File: config.mk
export PLATFORM = sky130hd
export DESIGN_NAME = counting_semaphore_table_unit
export DESIGN_NICKNAME = d
export VERILOG_FILES = /design/src/rtl/cst_pkg.sv /design/src/rtl/cst_ram.sv /design/src/rtl/cst_ctrl.sv /design/src/rtl/cst_dpath.sv /design/src/rtl/counting_semaphore_table_unit.sv
export SDC_FILE = /design/constraint.sdc
export NUM_CORES = 1
export LEC_CHECK = 0
export ABC_AREA = 1
export BUFFER_PORTS_ARGS = -buffer_cell sky130_fd_sc_hd__buf_2
export CAP_MARGIN = 20
export CORE_AREA = 2 2 192 194
export CTS_CLUSTER_DIAMETER = 30
export CTS_CLUSTER_SIZE = 16
export DETAILED_ROUTE_END_ITERATION = 10
export DIE_AREA = 0 0 194 196
export GPL_TIMING_DRIVEN = 0
export PLACE_DENSITY = 0.75
export SYNTH_ARGS = -nofsm -noshare
export SYNTH_HDL_FRONTEND = slang
export SYNTH_SLANG_ARGS = --single-unit
File: constraint.sdc
create_clock -name clock -period 5.9 [get_ports clock]
set_clock_uncertainty 0.15 [all_clocks]
set_input_delay 1.77 -clock clock [delete_from_list [all_inputs] [get_ports clock]]
set_output_delay 1.77 -clock clock [all_outputs]
set_load 0.005 [all_outputs]
File: src/rtl/cst_pkg.sv
// Shared types and constants for the counting semaphore table unit.
// Has no dependencies. cst_ctrl, cst_dpath and the top level refer to it by scoped names.
package cst_pkg;

   // Defaults for the top-level parameters.
   localparam int DEF_NUM_SEMAPHORES = 16;
   localparam int DEF_NUM_TASKS      = 16;
   localparam int DEF_COUNT_BITS     = 8;

   // Fixed field widths.
   localparam int MODE_BITS   = 2;
   localparam int SEM_ID_BITS = 8;
   localparam int TASK_BITS   = 4;
   localparam int CEIL_BITS   = 8;
   localparam int STATUS_BITS = 3;

   // Only this many tasks can be named by a task id field.
   localparam int TASK_FIELD_LIMIT = 2 ** TASK_BITS;

   // Request modes.
   localparam logic [MODE_BITS-1:0] MODE_TRY_WAIT = 2'd0;
   localparam logic [MODE_BITS-1:0] MODE_WAIT     = 2'd1;
   localparam logic [MODE_BITS-1:0] MODE_POST     = 2'd2;
   localparam logic [MODE_BITS-1:0] MODE_SET_CEIL = 2'd3;

   // Result status codes.
   localparam logic [STATUS_BITS-1:0] ST_OK            = 3'd0;
   localparam logic [STATUS_BITS-1:0] ST_NOT_ACQUIRED  = 3'd1;
   localparam logic [STATUS_BITS-1:0] ST_BAD_ID        = 3'd2;
   localparam logic [STATUS_BITS-1:0] ST_CEIL_UNSET    = 3'd3;
   localparam logic [STATUS_BITS-1:0] ST_CEIL_EXCEEDED = 3'd4;
   localparam logic [STATUS_BITS-1:0] ST_BAD_CEIL      = 3'd5;
   localparam logic [STATUS_BITS-1:0] ST_CEIL_ALREADY  = 3'd6;
   localparam logic [STATUS_BITS-1:0] ST_OVERFLOW      = 3'd7;

   typedef struct packed {
      logic [MODE_BITS-1:0]   mode;
      logic [SEM_ID_BITS-1:0] sem_id;
      logic [TASK_BITS-1:0]   task_id;
      logic [CEIL_BITS-1:0]   new_max;
   } req_type;

   typedef struct packed {
      logic [STATUS_BITS-1:0] status;
      logic                   woken_valid;
      logic [TASK_BITS-1:0]   woken_task;
      logic                   last_result;
   } rsp_type;

   // Commands from the controller to the datapath.
   typedef struct packed {
      logic latch_req;
      logic read_sem;
      logic exec;
      logic load_wake;
      logic load_final;
   } cmd_type;

   // Status from the datapath to the controller.
   typedef struct packed {
      logic out_free;
      logic wake_any;
      logic wake_last;
   } sts_type;

endpackage

File: src/rtl/cst_ram.sv
// Generic single-write, single-read RAM with a registered read port.
// No dependencies.
module cst_ram #(
   parameter int WIDTH = 8,
   parameter int DEPTH = 16
) (
   input  logic                                   clock,
   input  logic                                   wr_en,
   input  logic [(DEPTH > 1 ? $clog2(DEPTH) : 1)-1:0] wr_addr,
   input  logic [WIDTH-1:0]                       wr_data,
   input  logic                                   rd_en,
   input  logic [(DEPTH > 1 ? $clog2(DEPTH) : 1)-1:0] rd_addr,
   output logic [WIDTH-1:0]                       rd_data
);

   logic [WIDTH-1:0] mem_ff [DEPTH];

   always_ff @(posedge clock) begin
      if (wr_en) begin
         mem_ff[wr_addr] <= wr_data;
      end
      if (rd_en) begin
         rd_data <= mem_ff[rd_addr];
      end
   end

endmodule

File: src/rtl/cst_ctrl.sv
// Controller state machine for the semaphore table unit.
// Depends on cst_pkg for the command and status structs.
module cst_ctrl (
   input  logic             clock,
   input  logic             reset,
   input  logic             req_valid,
   output logic             req_ready,
   input  cst_pkg::sts_type sts,
   output cst_pkg::cmd_type cmd
);

   localparam logic [2:0] S_IDLE  = 3'd0;
   localparam logic [2:0] S_READ  = 3'd1;
   localparam logic [2:0] S_EXEC  = 3'd2;
   localparam logic [2:0] S_WAKE  = 3'd3;
   localparam logic [2:0] S_FINAL = 3'd4;

   logic [2:0] state_ff;
   logic [2:0] state_in;

   always_comb begin
      state_in  = state_ff;
      cmd       = '0;
      req_ready = 1'b0;
      unique case (state_ff)
         S_IDLE: begin
            req_ready     = 1'b1;
            cmd.latch_req = req_valid;
            if (req_valid) begin
               state_in = S_READ;
            end
         end
         S_READ: begin
            cmd.read_sem = 1'b1;
            state_in     = S_EXEC;
         end
         S_EXEC: begin
            cmd.exec = 1'b1;
            state_in = sts.wake_any ? S_WAKE : S_FINAL;
         end
         S_WAKE: begin
            if (sts.out_free) begin
               cmd.load_wake = 1'b1;
               if (sts.wake_last) begin
                  state_in = S_FINAL;
               end
            end
         end
         S_FINAL: begin
            if (sts.out_free) begin
               cmd.load_final = 1'b1;
               state_in       = S_IDLE;
            end
         end
         default: begin
            state_in = S_IDLE;
         end
      endcase
   end

   always_ff @(posedge clock) begin
      if (reset) begin
         state_ff <= S_IDLE;
      end else begin
         state_ff <= state_in;
      end
   end

endmodule

File: src/rtl/cst_dpath.sv
// Datapath: request register, semaphore table, waiter map and result register.
// Depends on cst_pkg and instantiates cst_ram for the count and ceiling table.
module cst_dpath #(
   parameter int NUM_SEMAPHORES = cst_pkg::DEF_NUM_SEMAPHORES,
   parameter int NUM_TASKS      = cst_pkg::DEF_NUM_TASKS,
   parameter int COUNT_BITS     = cst_pkg::DEF_COUNT_BITS
) (
   input  logic             clock,
   input  logic             reset,
   input  cst_pkg::req_type req_data,
   output cst_pkg::rsp_type rsp_data,
   output logic             rsp_valid,
   input  logic             rsp_ready,
   input  logic             csr_valid,
   output logic             csr_ready,
   input  logic             csr_data,
   input  cst_pkg::cmd_type cmd,
   output cst_pkg::sts_type sts
);

   localparam int SEM_ADDR_W = NUM_SEMAPHORES > 1 ? $clog2(NUM_SEMAPHORES) : 1;
   localparam int WAIT_SLOTS = NUM_TASKS < cst_pkg::TASK_FIELD_LIMIT ?
                               NUM_TASKS : cst_pkg::TASK_FIELD_LIMIT;
   localparam int RAM_W      = COUNT_BITS + cst_pkg::CEIL_BITS;

   cst_pkg::req_type                   req_ff;
   cst_pkg::rsp_type                   rsp_data_ff, rsp_data_in;
   logic                               rsp_valid_ff, rsp_valid_in;
   logic                               mce_ff;
   logic [cst_pkg::STATUS_BITS-1:0]    status_ff, status_in;
   logic [WAIT_SLOTS-1:0]              pending_ff, pending_in;
   logic                               sem_valid_ff [NUM_SEMAPHORES];
   logic                               waiter_valid_ff [WAIT_SLOTS];
   logic                               waiter_valid_in [WAIT_SLOTS];
   logic [SEM_ADDR_W-1:0]              waiter_sem_ff [WAIT_SLOTS];
   logic [SEM_ADDR_W-1:0]              waiter_sem_in [WAIT_SLOTS];

   logic [SEM_ADDR_W-1:0]              sem_addr;
   logic [RAM_W-1:0]                   ram_rd;
   logic                               ram_we;
   logic [COUNT_BITS-1:0]              cnt, cnt_new;
   logic [cst_pkg::CEIL_BITS-1:0]      ceil, ceil_new;
   logic                               sem_ok, task_ok, cnt_zero, cnt_full;
   logic                               record, wake;
   logic [WAIT_SLOTS-1:0]              match, pick;
   logic [cst_pkg::TASK_BITS-1:0]      pick_task;

   assign sem_addr = req_ff.sem_id[SEM_ADDR_W-1:0];
   assign sem_ok   = req_ff.sem_id < cst_pkg::SEM_ID_BITS'(NUM_SEMAPHORES);
   assign task_ok  = {3'b000, req_ff.task_id} < 7'(NUM_TASKS);

   // The table is written only in the execute cycle, when the read data
   // belongs to the request held in req_ff.
   cst_ram #(
      .WIDTH (RAM_W),
      .DEPTH (NUM_SEMAPHORES)
   ) u_sem_ram (
      .clock   (clock),
      .wr_en   (cmd.exec && ram_we),
      .wr_addr (sem_addr),
      .wr_data ({ceil_new, cnt_new}),
      .rd_en   (cmd.read_sem),
      .rd_addr (sem_addr),
      .rd_data (ram_rd)
   );

   // Entries never written since reset read as zero.
   always_comb begin
      cnt  = '0;
      ceil = '0;
      if (sem_ok && sem_valid_ff[sem_addr]) begin
         cnt  = ram_rd[COUNT_BITS-1:0];
         ceil = ram_rd[RAM_W-1:COUNT_BITS];
      end
   end

   assign cnt_zero = cnt == '0;
   assign cnt_full = cnt == '1;

   always_comb begin
      for (int t = 0; t < WAIT_SLOTS; t++) begin
         match[t] = waiter_valid_ff[t] && waiter_sem_ff[t] == sem_addr;
      end
   end

   // Decision for the request held in req_ff, used in the execute cycle.
   always_comb begin
      status_in = cst_pkg::ST_OK;
      ram_we    = 1'b0;
      cnt_new   = cnt;
      ceil_new  = ceil;
      record    = 1'b0;
      wake      = 1'b0;
      if (req_ff.mode == cst_pkg::MODE_SET_CEIL && !mce_ff) begin
         status_in = cst_pkg::ST_OK;
      end else if (!sem_ok) begin
         status_in = cst_pkg::ST_BAD_ID;
      end else begin
         unique case (req_ff.mode)
            cst_pkg::MODE_TRY_WAIT,
            cst_pkg::MODE_WAIT: begin
               if (!cnt_zero) begin
                  ram_we  = 1'b1;
                  cnt_new = cnt - 1'b1;
               end else if (req_ff.mode == cst_pkg::MODE_TRY_WAIT) begin
                  status_in = cst_pkg::ST_NOT_ACQUIRED;
               end else if (!task_ok) begin
                  status_in = cst_pkg::ST_BAD_ID;
               end else begin
                  record    = 1'b1;
                  status_in = cst_pkg::ST_NOT_ACQUIRED;
               end
            end
            cst_pkg::MODE_POST: begin
               if (mce_ff && ceil == '0) begin
                  status_in = cst_pkg::ST_CEIL_UNSET;
               end else if (mce_ff && cnt >= COUNT_BITS'(ceil)) begin
                  status_in = cst_pkg::ST_CEIL_EXCEEDED;
               end else if (cnt_full) begin
                  status_in = cst_pkg::ST_OVERFLOW;
               end else begin
                  ram_we  = 1'b1;
                  cnt_new = cnt + 1'b1;
                  wake    = cnt_zero;
               end
            end
            default: begin
               if (req_ff.new_max == '0) begin
                  status_in = cst_pkg::ST_BAD_CEIL;
               end else if (ceil != '0) begin
                  status_in = cst_pkg::ST_CEIL_ALREADY;
               end else begin
                  ram_we   = 1'b1;
                  ceil_new = req_ff.new_max;
               end
            end
         endcase
      end
   end

   // Lowest pending waiter goes out first.
   assign pick = pending_ff & (~pending_ff + 1'b1);

   always_comb begin
      pick_task = '0;
      for (int t = 0; t < WAIT_SLOTS; t++) begin
         if (pick[t]) begin
            pick_task = pick_task | cst_pkg::TASK_BITS'(t);
         end
      end
   end

   always_comb begin
      pending_in = pending_ff;
      if (cmd.exec) begin
         pending_in = wake ? match : '0;
      end else if (cmd.load_wake) begin
         pending_in = pending_ff & ~pick;
      end
   end

   always_comb begin
      for (int t = 0; t < WAIT_SLOTS; t++) begin
         waiter_valid_in[t] = waiter_valid_ff[t];
         waiter_sem_in[t]   = waiter_sem_ff[t];
         if (cmd.exec && wake && match[t]) begin
            waiter_valid_in[t] = 1'b0;
         end
         if (cmd.exec && record && req_ff.task_id == cst_pkg::TASK_BITS'(t)) begin
            waiter_valid_in[t] = 1'b1;
            waiter_sem_in[t]   = sem_addr;
         end
      end
   end

   assign sts.out_free  = !rsp_valid_ff || rsp_ready;
   assign sts.wake_any  = wake && (match != '0);
   assign sts.wake_last = (pending_ff & (pending_ff - 1'b1)) == '0;

   always_comb begin
      rsp_valid_in = rsp_valid_ff && !rsp_ready;
      rsp_data_in  = rsp_data_ff;
      if (cmd.load_wake) begin
         rsp_valid_in            = 1'b1;
         rsp_data_in.status      = cst_pkg::ST_OK;
         rsp_data_in.woken_valid = 1'b1;
         rsp_data_in.woken_task  = pick_task;
         rsp_data_in.last_result = 1'b0;
      end else if (cmd.load_final) begin
         rsp_valid_in            = 1'b1;
         rsp_data_in.status      = status_ff;
         rsp_data_in.woken_valid = 1'b0;
         rsp_data_in.woken_task  = '0;
         rsp_data_in.last_result = 1'b1;
      end
   end

   assign rsp_valid = rsp_valid_ff;
   assign rsp_data  = rsp_data_ff;
   assign csr_ready = 1'b1;

   always_ff @(posedge clock) begin
      if (reset) begin
         rsp_valid_ff <= 1'b0;
         mce_ff       <= 1'b0;
         for (int i = 0; i < NUM_SEMAPHORES; i++) begin
            sem_valid_ff[i] <= 1'b0;
         end
         for (int t = 0; t < WAIT_SLOTS; t++) begin
            waiter_valid_ff[t] <= 1'b0;
         end
      end else begin
         rsp_valid_ff <= rsp_valid_in;
         if (csr_valid) begin
            mce_ff <= csr_data;
         end
         if (cmd.exec && ram_we) begin
            sem_valid_ff[sem_addr] <= 1'b1;
         end
         for (int t = 0; t < WAIT_SLOTS; t++) begin
            waiter_valid_ff[t] <= waiter_valid_in[t];
         end
      end
   end

   always_ff @(posedge clock) begin
      if (cmd.latch_req) begin
         req_ff <= req_data;
      end
      if (cmd.exec) begin
         status_ff <= status_in;
      end
      pending_ff  <= reset ? '0 : pending_in;
      rsp_data_ff <= rsp_data_in;
      for (int t = 0; t < WAIT_SLOTS; t++) begin
         waiter_sem_ff[t] <= waiter_sem_in[t];
      end
   end

endmodule

File: src/rtl/counting_semaphore_table_unit.sv
// Top level of the counting semaphore table unit.
// Depends on cst_pkg; instantiates cst_ctrl and cst_dpath.
//
// The block keeps a table of counting semaphores and a map of tasks that
// wait on them. Requests arrive as items on the req_ channel (valid/ready),
// results leave as items on the rsp_ channel (valid/ready). The csr_ channel
// writes the one-bit ceiling check enable; it is always ready and should be
// written only while no request is in flight.
//
// Each request yields one or more result items. A post on an empty
// semaphore first emits one item per released waiter, lowest task first,
// and then the final item that carries the status with last_result set.
// One request is handled at a time: accept, table read, execute, then the
// result items in order, each loaded into the result register when it is free.
//
// Results sit in an output register. When the receiver stalls, the block
// holds the item and waits; the next request can be accepted as soon as
// the previous final item has been loaded, even if it has not been taken.
// Synchronous reset empties the table (all counts and ceilings zero), clears
// the waiter map and the check enable, and drops any pending result.
module counting_semaphore_table_unit #(
   parameter int NUM_SEMAPHORES = cst_pkg::DEF_NUM_SEMAPHORES,
   parameter int NUM_TASKS      = cst_pkg::DEF_NUM_TASKS,
   parameter int COUNT_BITS     = cst_pkg::DEF_COUNT_BITS
) (
   input  logic             clock,
   input  logic             reset,
   input  logic             req_valid,
   output logic             req_ready,
   input  cst_pkg::req_type req_data,
   output logic             rsp_valid,
   input  logic             rsp_ready,
   output cst_pkg::rsp_type rsp_data,
   input  logic             csr_valid,
   output logic             csr_ready,
   input  logic             csr_data
);

   cst_pkg::cmd_type cmd;
   cst_pkg::sts_type sts;

   // The controller sequences each request through its phases.
   cst_ctrl u_ctrl (
      .clock     (clock),
      .reset     (reset),
      .req_valid (req_valid),
      .req_ready (req_ready),
      .sts       (sts),
      .cmd       (cmd)
   );

   // The datapath holds all table state and the result register.
   cst_dpath #(
      .NUM_SEMAPHORES (NUM_SEMAPHORES),
      .NUM_TASKS      (NUM_TASKS),
      .COUNT_BITS     (COUNT_BITS)
   ) u_dpath (
      .clock     (clock),
      .reset     (reset),
      .req_data  (req_data),
      .rsp_data  (rsp_data),
      .rsp_valid (rsp_valid),
      .rsp_ready (rsp_ready),
      .csr_valid (csr_valid),
      .csr_ready (csr_ready),
      .csr_data  (csr_data),
      .cmd       (cmd),
      .sts       (sts)
   );

   // Only one request is in flight: acceptance closes the input.
   a_one_in_flight: assert property (@(posedge clock) disable iff (reset)
      (req_valid && req_ready) |=> !req_ready)
      else $error("request accepted while another is in flight");

   // The result register is loaded only when it is free.
   a_load_when_free: assert property (@(posedge clock) disable iff (reset)
      (cmd.load_wake || cmd.load_final) |-> sts.out_free)
      else $error("result register overwritten");

   // While idle, any result still waiting is the final item of a request.
   a_idle_final: assert property (@(posedge clock) disable iff (reset)
      (req_ready && rsp_valid) |-> rsp_data.last_result)
      else $error("idle with release items outstanding");

endmodule
* Word-level counts from Yosys, hierarchy flattened *
Memory sizes are Yosys's and may differ from the RTL's. A register that Yosys moved wholly into a read port is not among the register bits.
Index checks and enable logic that the tools add are counted.

cells by class
  add/sub/neg operators = 4
  magnitude comparators = 2
  equality and inequality tests = 43
  multiplexer cells = 152
  bitwise logic cells = 22
  reduce and logical (&&, ||, !) cells = 77

operators with widths
  kind                                                                  count
  4-bit 2-to-1 mux                                                      26
  8-bit 2-to-1 mux                                                      13
  1-bit 2-to-1 mux                                                      87
  4-bit == test                                                         16
  1-bit logical AND                                                     57
  16-bit AND                                                            3
  16-bit 2-to-1 mux                                                     3
  3-bit 2-to-1 mux                                                      14
  4-bit == test, second input constant                                  8
  16-bit inverter                                                       2
  8-bit logical NOT                                                     3
  16-bit by 1-bit adder with 16-bit output, second input constant       1
  4-bit by 3-bit == test with 1-bit output, second input constant       4
  16-bit logical NOT                                                    1
  1-bit OR                                                              16
  8-bit one-hot mux with 2 select lines                                 1
  16-bit nonzero test                                                   1
  16-bit by 1-bit subtractor with 16-bit output, second input constant  1
  3-bit one-hot mux with 5 select lines                                 1
  5-bit 2-to-1 mux                                                      2
  8-bit by 1-bit adder with 8-bit output, second input constant         1
  4-bit by 2-bit == test with 1-bit output, second input constant       2
  8-bit == test, second input constant                                  1
  8-bit >= comparator                                                   1
  other kinds (24)                                                      35

word-level totals
  bits in registers = 55
  RAM bits = 352
  input port bits = 28
  output and inout port bits = 12
  memories kept = 4

memories
  memory                    depth  width  rd ports  clocked after Yosys merged registers in  write ports  line             text
  u_dpath.u_sem_ram.mem_ff  16     16     1         1                                        1            cst_ram.sv:16    logic [WIDTH-1:0] mem_ff [DEPTH];
  u_dpath.waiter_sem_ff     16     4      16        0                                        16           cst_dpath.sv:35  logic [SEM_ADDR_W-1:0] waiter_sem_ff [WAIT_SLOTS];
  u_dpath.sem_valid_ff      16     1      1         1                                        16           cst_dpath.sv:32  logic sem_valid_ff [NUM_SEMAPHORES];
  u_dpath.waiter_valid_ff   16     1      16        0                                        16           cst_dpath.sv:33  logic waiter_valid_ff [WAIT_SLOTS];

* Logic depth before layout (Yosys ltp) *
  depth after elaboration = 19
  depth in mapped cells = 29
  mapped depth without buffers = 26

* Hierarchy *
A second synthesis with hierarchy kept.

second synthesis, totals
  cell total of the unflattened synthesis = 2094
  area total of the unflattened synthesis = 19816.5 um2

modules (own cells, without submodules)
  module     times used  cells an instance  area each (um2)  sequential area each (um2)
  cst_ram    1           1074               11541.1          8167.8
  cst_dpath  1           975                8039.0           3973.8
  cst_ctrl   1           45                 236.5            60.1

* Worst setup path after synthesis *
OpenSTA, ideal clock, no wires.

  path kind = reg-to-reg
  start point = reg u_dpath.req_ff[19] (netlist bit)
  end point = mem u_dpath.u_sem_ram.mem_ff[10][0] (netlist bit) (enable)
  setup time = 0.388 ns
  arrival = 3.764 ns
  data required time = 5.362 ns
  slack = 1.597 ns
  cell stages (with the launch flop) = 21
  clock period less this slack = 4.303 ns
  path through = edfxtp_1 > nor4_4 > nand2_2 > inv_2 > buf_2 > nand2_1 > inv_1 > ha_1 > a21oi_1 > o21ai_0 > nand2_1 > o2111ai_1 > nand2_1 > inv_1 > a21oi_2 > nand2_2 > a21oi_2 > nand2_2 > inv_1 > nand2_1 > nor2_1

between the ends
  word-level cells in the longest chain between the ends = 13

RTL lines
  element                                                       line                                text
  start: declaration                                            cst_dpath.sv:26                     cst_pkg::req_type req_ff;
  start signal: assignment                                      cst_dpath.sv:228                    req_ff <= req_data;
  8-bit by 5-bit less-than comparator with 1-bit output (*)     cst_dpath.sv:49                     assign sem_ok = req_ff.sem_id < cst_pkg::SEM_ID_BITS'(NUM_SEMAPHORES);
  1-bit logical AND                                             cst_dpath.sv:71                     if (sem_ok && sem_valid_ff[sem_addr]) begin
  8-bit 2-to-1 mux                                              cst_dpath.sv:71
  8-bit >= comparator / 8-bit == test (equally long branches)   cst_dpath.sv:117, cst_dpath.sv:78
  1-bit logical AND / 1-bit 2-to-1 mux (equally long branches)  cst_dpath.sv:117, cst_dpath.sv:119
  1-bit 2-to-1 mux                                              cst_dpath.sv:117                    end else if (mce_ff && cnt >= COUNT_BITS'(ceil)) begin
  1-bit 2-to-1 mux                                              cst_dpath.sv:115                    if (mce_ff && ceil == '0) begin
  1-bit one-hot mux with 2 select lines                         cst_dpath.sv:99                     unique case (req_ff.mode)
  1-bit 2-to-1 mux (*)                                          cst_dpath.sv:96                     end else if (!sem_ok) begin
  1-bit 2-to-1 mux (*)                                          cst_dpath.sv:94                     if (req_ff.mode == cst_pkg::MODE_SET_CEIL && !mce_ff) begin
  1-bit logical AND (*)                                         cst_dpath.sv:59                     .wr_en (cmd.exec && ram_we),
  1-bit 2-to-1 mux (*)                                          cst_ram.sv:19                       if (wr_en) begin
  1-bit 2-to-1 mux (implied by the code) (*)                    cst_ram.sv:20                       mem_ff[wr_addr] <= wr_data;
  end: declaration                                              cst_ram.sv:16

Every way passes the cells marked *; elsewhere a longest branch is shown, timed or not.

* Worst setup path in the final report *
  start point = reg u_dpath.req_ff[19] (netlist bit)
  end point = mem u_dpath.u_sem_ram.mem_ff[2][8] (netlist bit) (enable)

Same word-level chain as after synthesis.

==> results.txt <==
The run finished with clean final reports. The wire length on met1 came out at around 17000 microns. The analysis attributes to cell leakage a power of 7.77 nW. The global routing usage summed across all routing layers is 24.1%. The number of placed I/O pins came out at 40. The number of cells upsized or downsized after cts is 0. In the detailed route, the total length drawn on met2 is 22000 microns. The count of TritonRoute iterations in the first routing pass is 6. The CTS tree is done. The Yosys warning count is 0. The largest total area in the synthesized netlist belongs to sky130_fd_sc_hd__edfxtp_1. The mean cell area of the mapped netlist is 11.7 sq um. The buffering stage count on the worst path with inverters included is 6. The via count of the first global-routing pass came out at 12.8k. The period utilization is 92.5%.

The maximum operating frequency is 183 MHz. Final hold analysis gives a worst-case slack of 305 ps. The total clock buffers created by CTS came out at 74.

The mean routed wirelength per cell came out at about 21 microns. The full die area came out at 38000 sq um. The final route contains 13.0k vias. Data arrives at the worst endpoint at 5610 ps.

The final weighted congestion of routability-driven global placement came out at 0.933. The detailed placer's ending HPWL came out at roughly 30000 microns. Of the cells placed in the final design, the portion with a size suffix greater than 1 is between 10% and 20%. Summing all placed instances gives a cell area of around 19000 sq um.

The critical path's largest stage delay came out at 790 ps. The number of antenna violations at the first check in global routing came to 2. The normalized max-slew margin is 33.8%.

The global-route wire length before repair is between 70000 and 80000 microns. The maximum clock path buffer count is 3. The net total in the final layout came out at 1692.

In this run the remaining antenna-violating nets after routing total 0. Fill cells in the final layout number between 2k and 3k. After synthesis, the cell types taking the most area are sky130_fd_sc_hd__edfxtp_1 62%, sky130_fd_sc_hd__dfxtp_1 7.0%, sky130_fd_sc_hd__a22oi_1 5.4%. The netlist area before placement came out at ~18000 sq um. The setup path with the least slack is of type register to register. Setup repair after global routing left no endpoint under its margin. During placement, the flow inserted port buffers numbering 38. The register-to-register setup slack came out at 440 ps. In the layout the commonest cells are 365 x sky130_fd_sc_hd__edfxtp_1, 237 x sky130_fd_sc_hd__nand2_1, 139 x sky130_fd_sc_hd__inv_1, 128 x sky130_fd_sc_hd__a22oi_1, 124 x sky130_fd_sc_hd__a21oi_1. The class of the tightest hold or removal check is register to register.

The detailed-route wire length is 46000 microns. The count of distinct cell types in the synthesized netlist came out at 49. The maximum level of the CTS H-tree came out at 3. Leaving out fill and tap cells, the most frequent cell in the layout is sky130_fd_sc_hd__edfxtp_1.

The remaining design rule violation count came out at 0. The minimum clock period is 5460 ps. Entering global routing, the biggest net connects 31 pins. The cell count after synthesis came out at 1519. The clock net in this run drives a total of roughly 430 sinks. Adding up every negative setup slack in the final design gives 0 ps. After floorplanning, the core was divided into 70 placement rows. The net count after synthesis came out at around 1.6k. The diode insertion count for antenna repair came out at 0.

The total grt overflow came out at 0. For the pin with the worst max-slew slack, the measured transition is 993 ps. For this design, the CTS-stage hold fixing added 0 buffers. The total of flip-flops plus latches after synthesis is 427.

Of all flip-flops after synthesis, the portion carrying an async set or reset was 0%. The core area came out at 36100 sq um. The final-report max-slew violation count is 0. Sequential cells were found to cover 68.5% of the synthesized design area. Setup violations remaining at the end of the flow were counted as 0. The final design area excluding fillers is 21300 sq um. The worst setup path is launched from a register. The largest fanout on the critical path is 10. The critical path data required time is between 6000 and 7000 ps. In the routed layout, each cell is associated on average with a via count of 5.96. The most used flip-flop cell after synthesis is sky130_fd_sc_hd__edfxtp_1.

The die span in x is 194 microns. Summed over its instances, the top area cell type makes up slightly above 60% of the synthesized netlist area. The clock latency at the later pin of the worst-skew pair is 590 ps. In this run the top signal layer used is met5.

The cell that appears most often on the critical path is sky130_fd_sc_hd__nand2_1. The number of enable-type register cells in the synthesized netlist came out at 365. The endpoint kind of the worst setup timing path is a register.

The worst vdd rail ir drop came out at 0.399 mV. The starting density of the core came out at roughly half. Among cell families on the critical path, the largest total delay comes from simple AND/OR/NAND/NOR gates.

The count of final hold-check violations is 0. After detailed routing, the met3 layer carries 4830 microns of wire. The cell area power density is approximately 450 nW/um^2. Across the run, the number of max-cap violations was 0. The vertical extent of the die is 196 microns.

Traced cell by cell, the critical path runs through nor4_4, nand2_2, inv_2, buf_2, nand2_1, inv_1, ha_1, a21oi_1, o21ai_0, nand2_1, o2111ai_1, nand2_1, inv_1, a21oi_2, nand2_2, a21oi_2, nand2_2, inv_1, nand2_1, nor2_1, buf_6. The clock-pin slew of the registers on the worst-case setup and hold paths came out at 50 ps. The number of DRC markers after the initial detailed-route iteration is ~1.5k. The post-CTS repair timing setup buffer count came out at 0. Clock tree synthesis selected as its root buffer the cell sky130_fd_sc_hd__clkbuf_16. The signed area change from the synthesized netlist to the final layout is 19.6%. The slowest cell on the critical path is sky130_fd_sc_hd__nor4_4.
metrics by stage:
| step | power (W) | instances | util, % | setup WS, ps |
|---|---|---|---|---|
| 2_1_floorplan | 0.00473 | 1519 | - | 1600 |
| 3_3_place_gp | 0.00523 | 2025 | 51.5 | 210 |
| 3_5_place_dp | 0.00529 | 2044 | 52.1 | 498 |
| 4_1_cts | 0.00949 | 2182 | 59.0 | 450 |
| 5_1_grt | 0.00985 | 2183 | 59.1 | 82.2 |
| 6_report | 0.00952 | 2183 | 59.1 | 441 |
state kept, by name, summed over array words and instances, names as in the netlist, named ones only:
register / cells
u_dpath.u_sem_ram.mem_ff: 256
u_dpath.mce_ff: 1
u_dpath.rsp_data: 9
u_dpath.status_ff: 3
u_dpath.u_sem_ram.rd_data: 16
u_dpath.req_ff: 22
u_dpath.pending_ff: 16
u_dpath.rsp_valid: 1
u_ctrl.state_ff: 3
u_dpath.waiter_valid_ff: 16
u_dpath.waiter_sem_ff: 64
u_dpath.sem_valid_ff: 16
synth_stat cells, types with 11 or more instances:
library cell               instances
sky130_fd_sc_hd__ha_1             11
sky130_fd_sc_hd__nand3_1          60
sky130_fd_sc_hd__edfxtp_1        365
sky130_fd_sc_hd__nand4_1          21
sky130_fd_sc_hd__nor3_1           11
sky130_fd_sc_hd__o22ai_1          16
sky130_fd_sc_hd__nor2_1          106
sky130_fd_sc_hd__or4_1            16
sky130_fd_sc_hd__clkbuf_1         56
sky130_fd_sc_hd__a21oi_1         124
sky130_fd_sc_hd__xnor2_1          14
sky130_fd_sc_hd__a31oi_1          15
sky130_fd_sc_hd__inv_1           139
sky130_fd_sc_hd__nand2_1         237
sky130_fd_sc_hd__o21ai_0          47
sky130_fd_sc_hd__dfxtp_1          62
sky130_fd_sc_hd__a22oi_1         128
sky130_fd_sc_hd__and3_1           12
cell type report:
class                           instances  area [sq um]  share of cell area, %
Inverter                              146           551                   2.58
Clock buffer                           84          1920                   9.01
Tap cell                              468           586                   2.75
Multi-Input combinational cell        883          4850                   22.7
Clock inverter                         54           586                   2.75
Sequential cell                       427         12200                   57.3
Buffer                                 63           265                   1.24
Timing Repair Buffer                   58           357                   1.67
power by group:
part | switching [W] | total (W) | internal (W)
Sequential | 0.000160 | 0.00368 | 0.00352
Clock | 0.00155 | 0.00421 | 0.00266
Combinational | 0.00116 | 0.00163 | 0.000473
cells by family after synthesis:
family | Yosys count | synth area share [%]
AOI/OAI and AO/OA | 356 | 12.5
buffers and inverters | 209 | 4.58
and+or+nand+nor | 494 | 12.6
other | 1 | 0.0211
DFF | 427 | 68.5
adders and majority gates | 11 | 0.773
xor gates and xnor gates | 21 | 1.03
metal layers:
layer  vias up  global-route usage (%)
met5         -                       0
met4         2                    11.3
met3       121                    5.17
met2       795                    39.2
met1      6274                    31.0
li1       5820                       -
worst reg2reg max path, delay by kind of cell (launching register included):
kind / cells / cell delay, ps
fa+ha+maj: 1 / 250
compound gates: 5 / 760
simple gates: 9 / 2590
flops: 1 / 400
buf+inv: 6 / 1030
path summary, 6_finish.rpt:
check / end / from / cells past startpoint
worst max-delay path: u_dpath.u_sem_ram.mem_ff[2][8] / u_dpath.req_ff[19] / 21
worst min-delay path: u_dpath.sem_valid_ff[7] / u_dpath.sem_valid_ff[7] / 2
worst max register to register: u_dpath.u_sem_ram.mem_ff[2][8] / u_dpath.req_ff[19] / 21
worst min register to register: u_dpath.sem_valid_ff[7] / u_dpath.sem_valid_ff[7] / 2
Power figures use the tool's default switching activity.
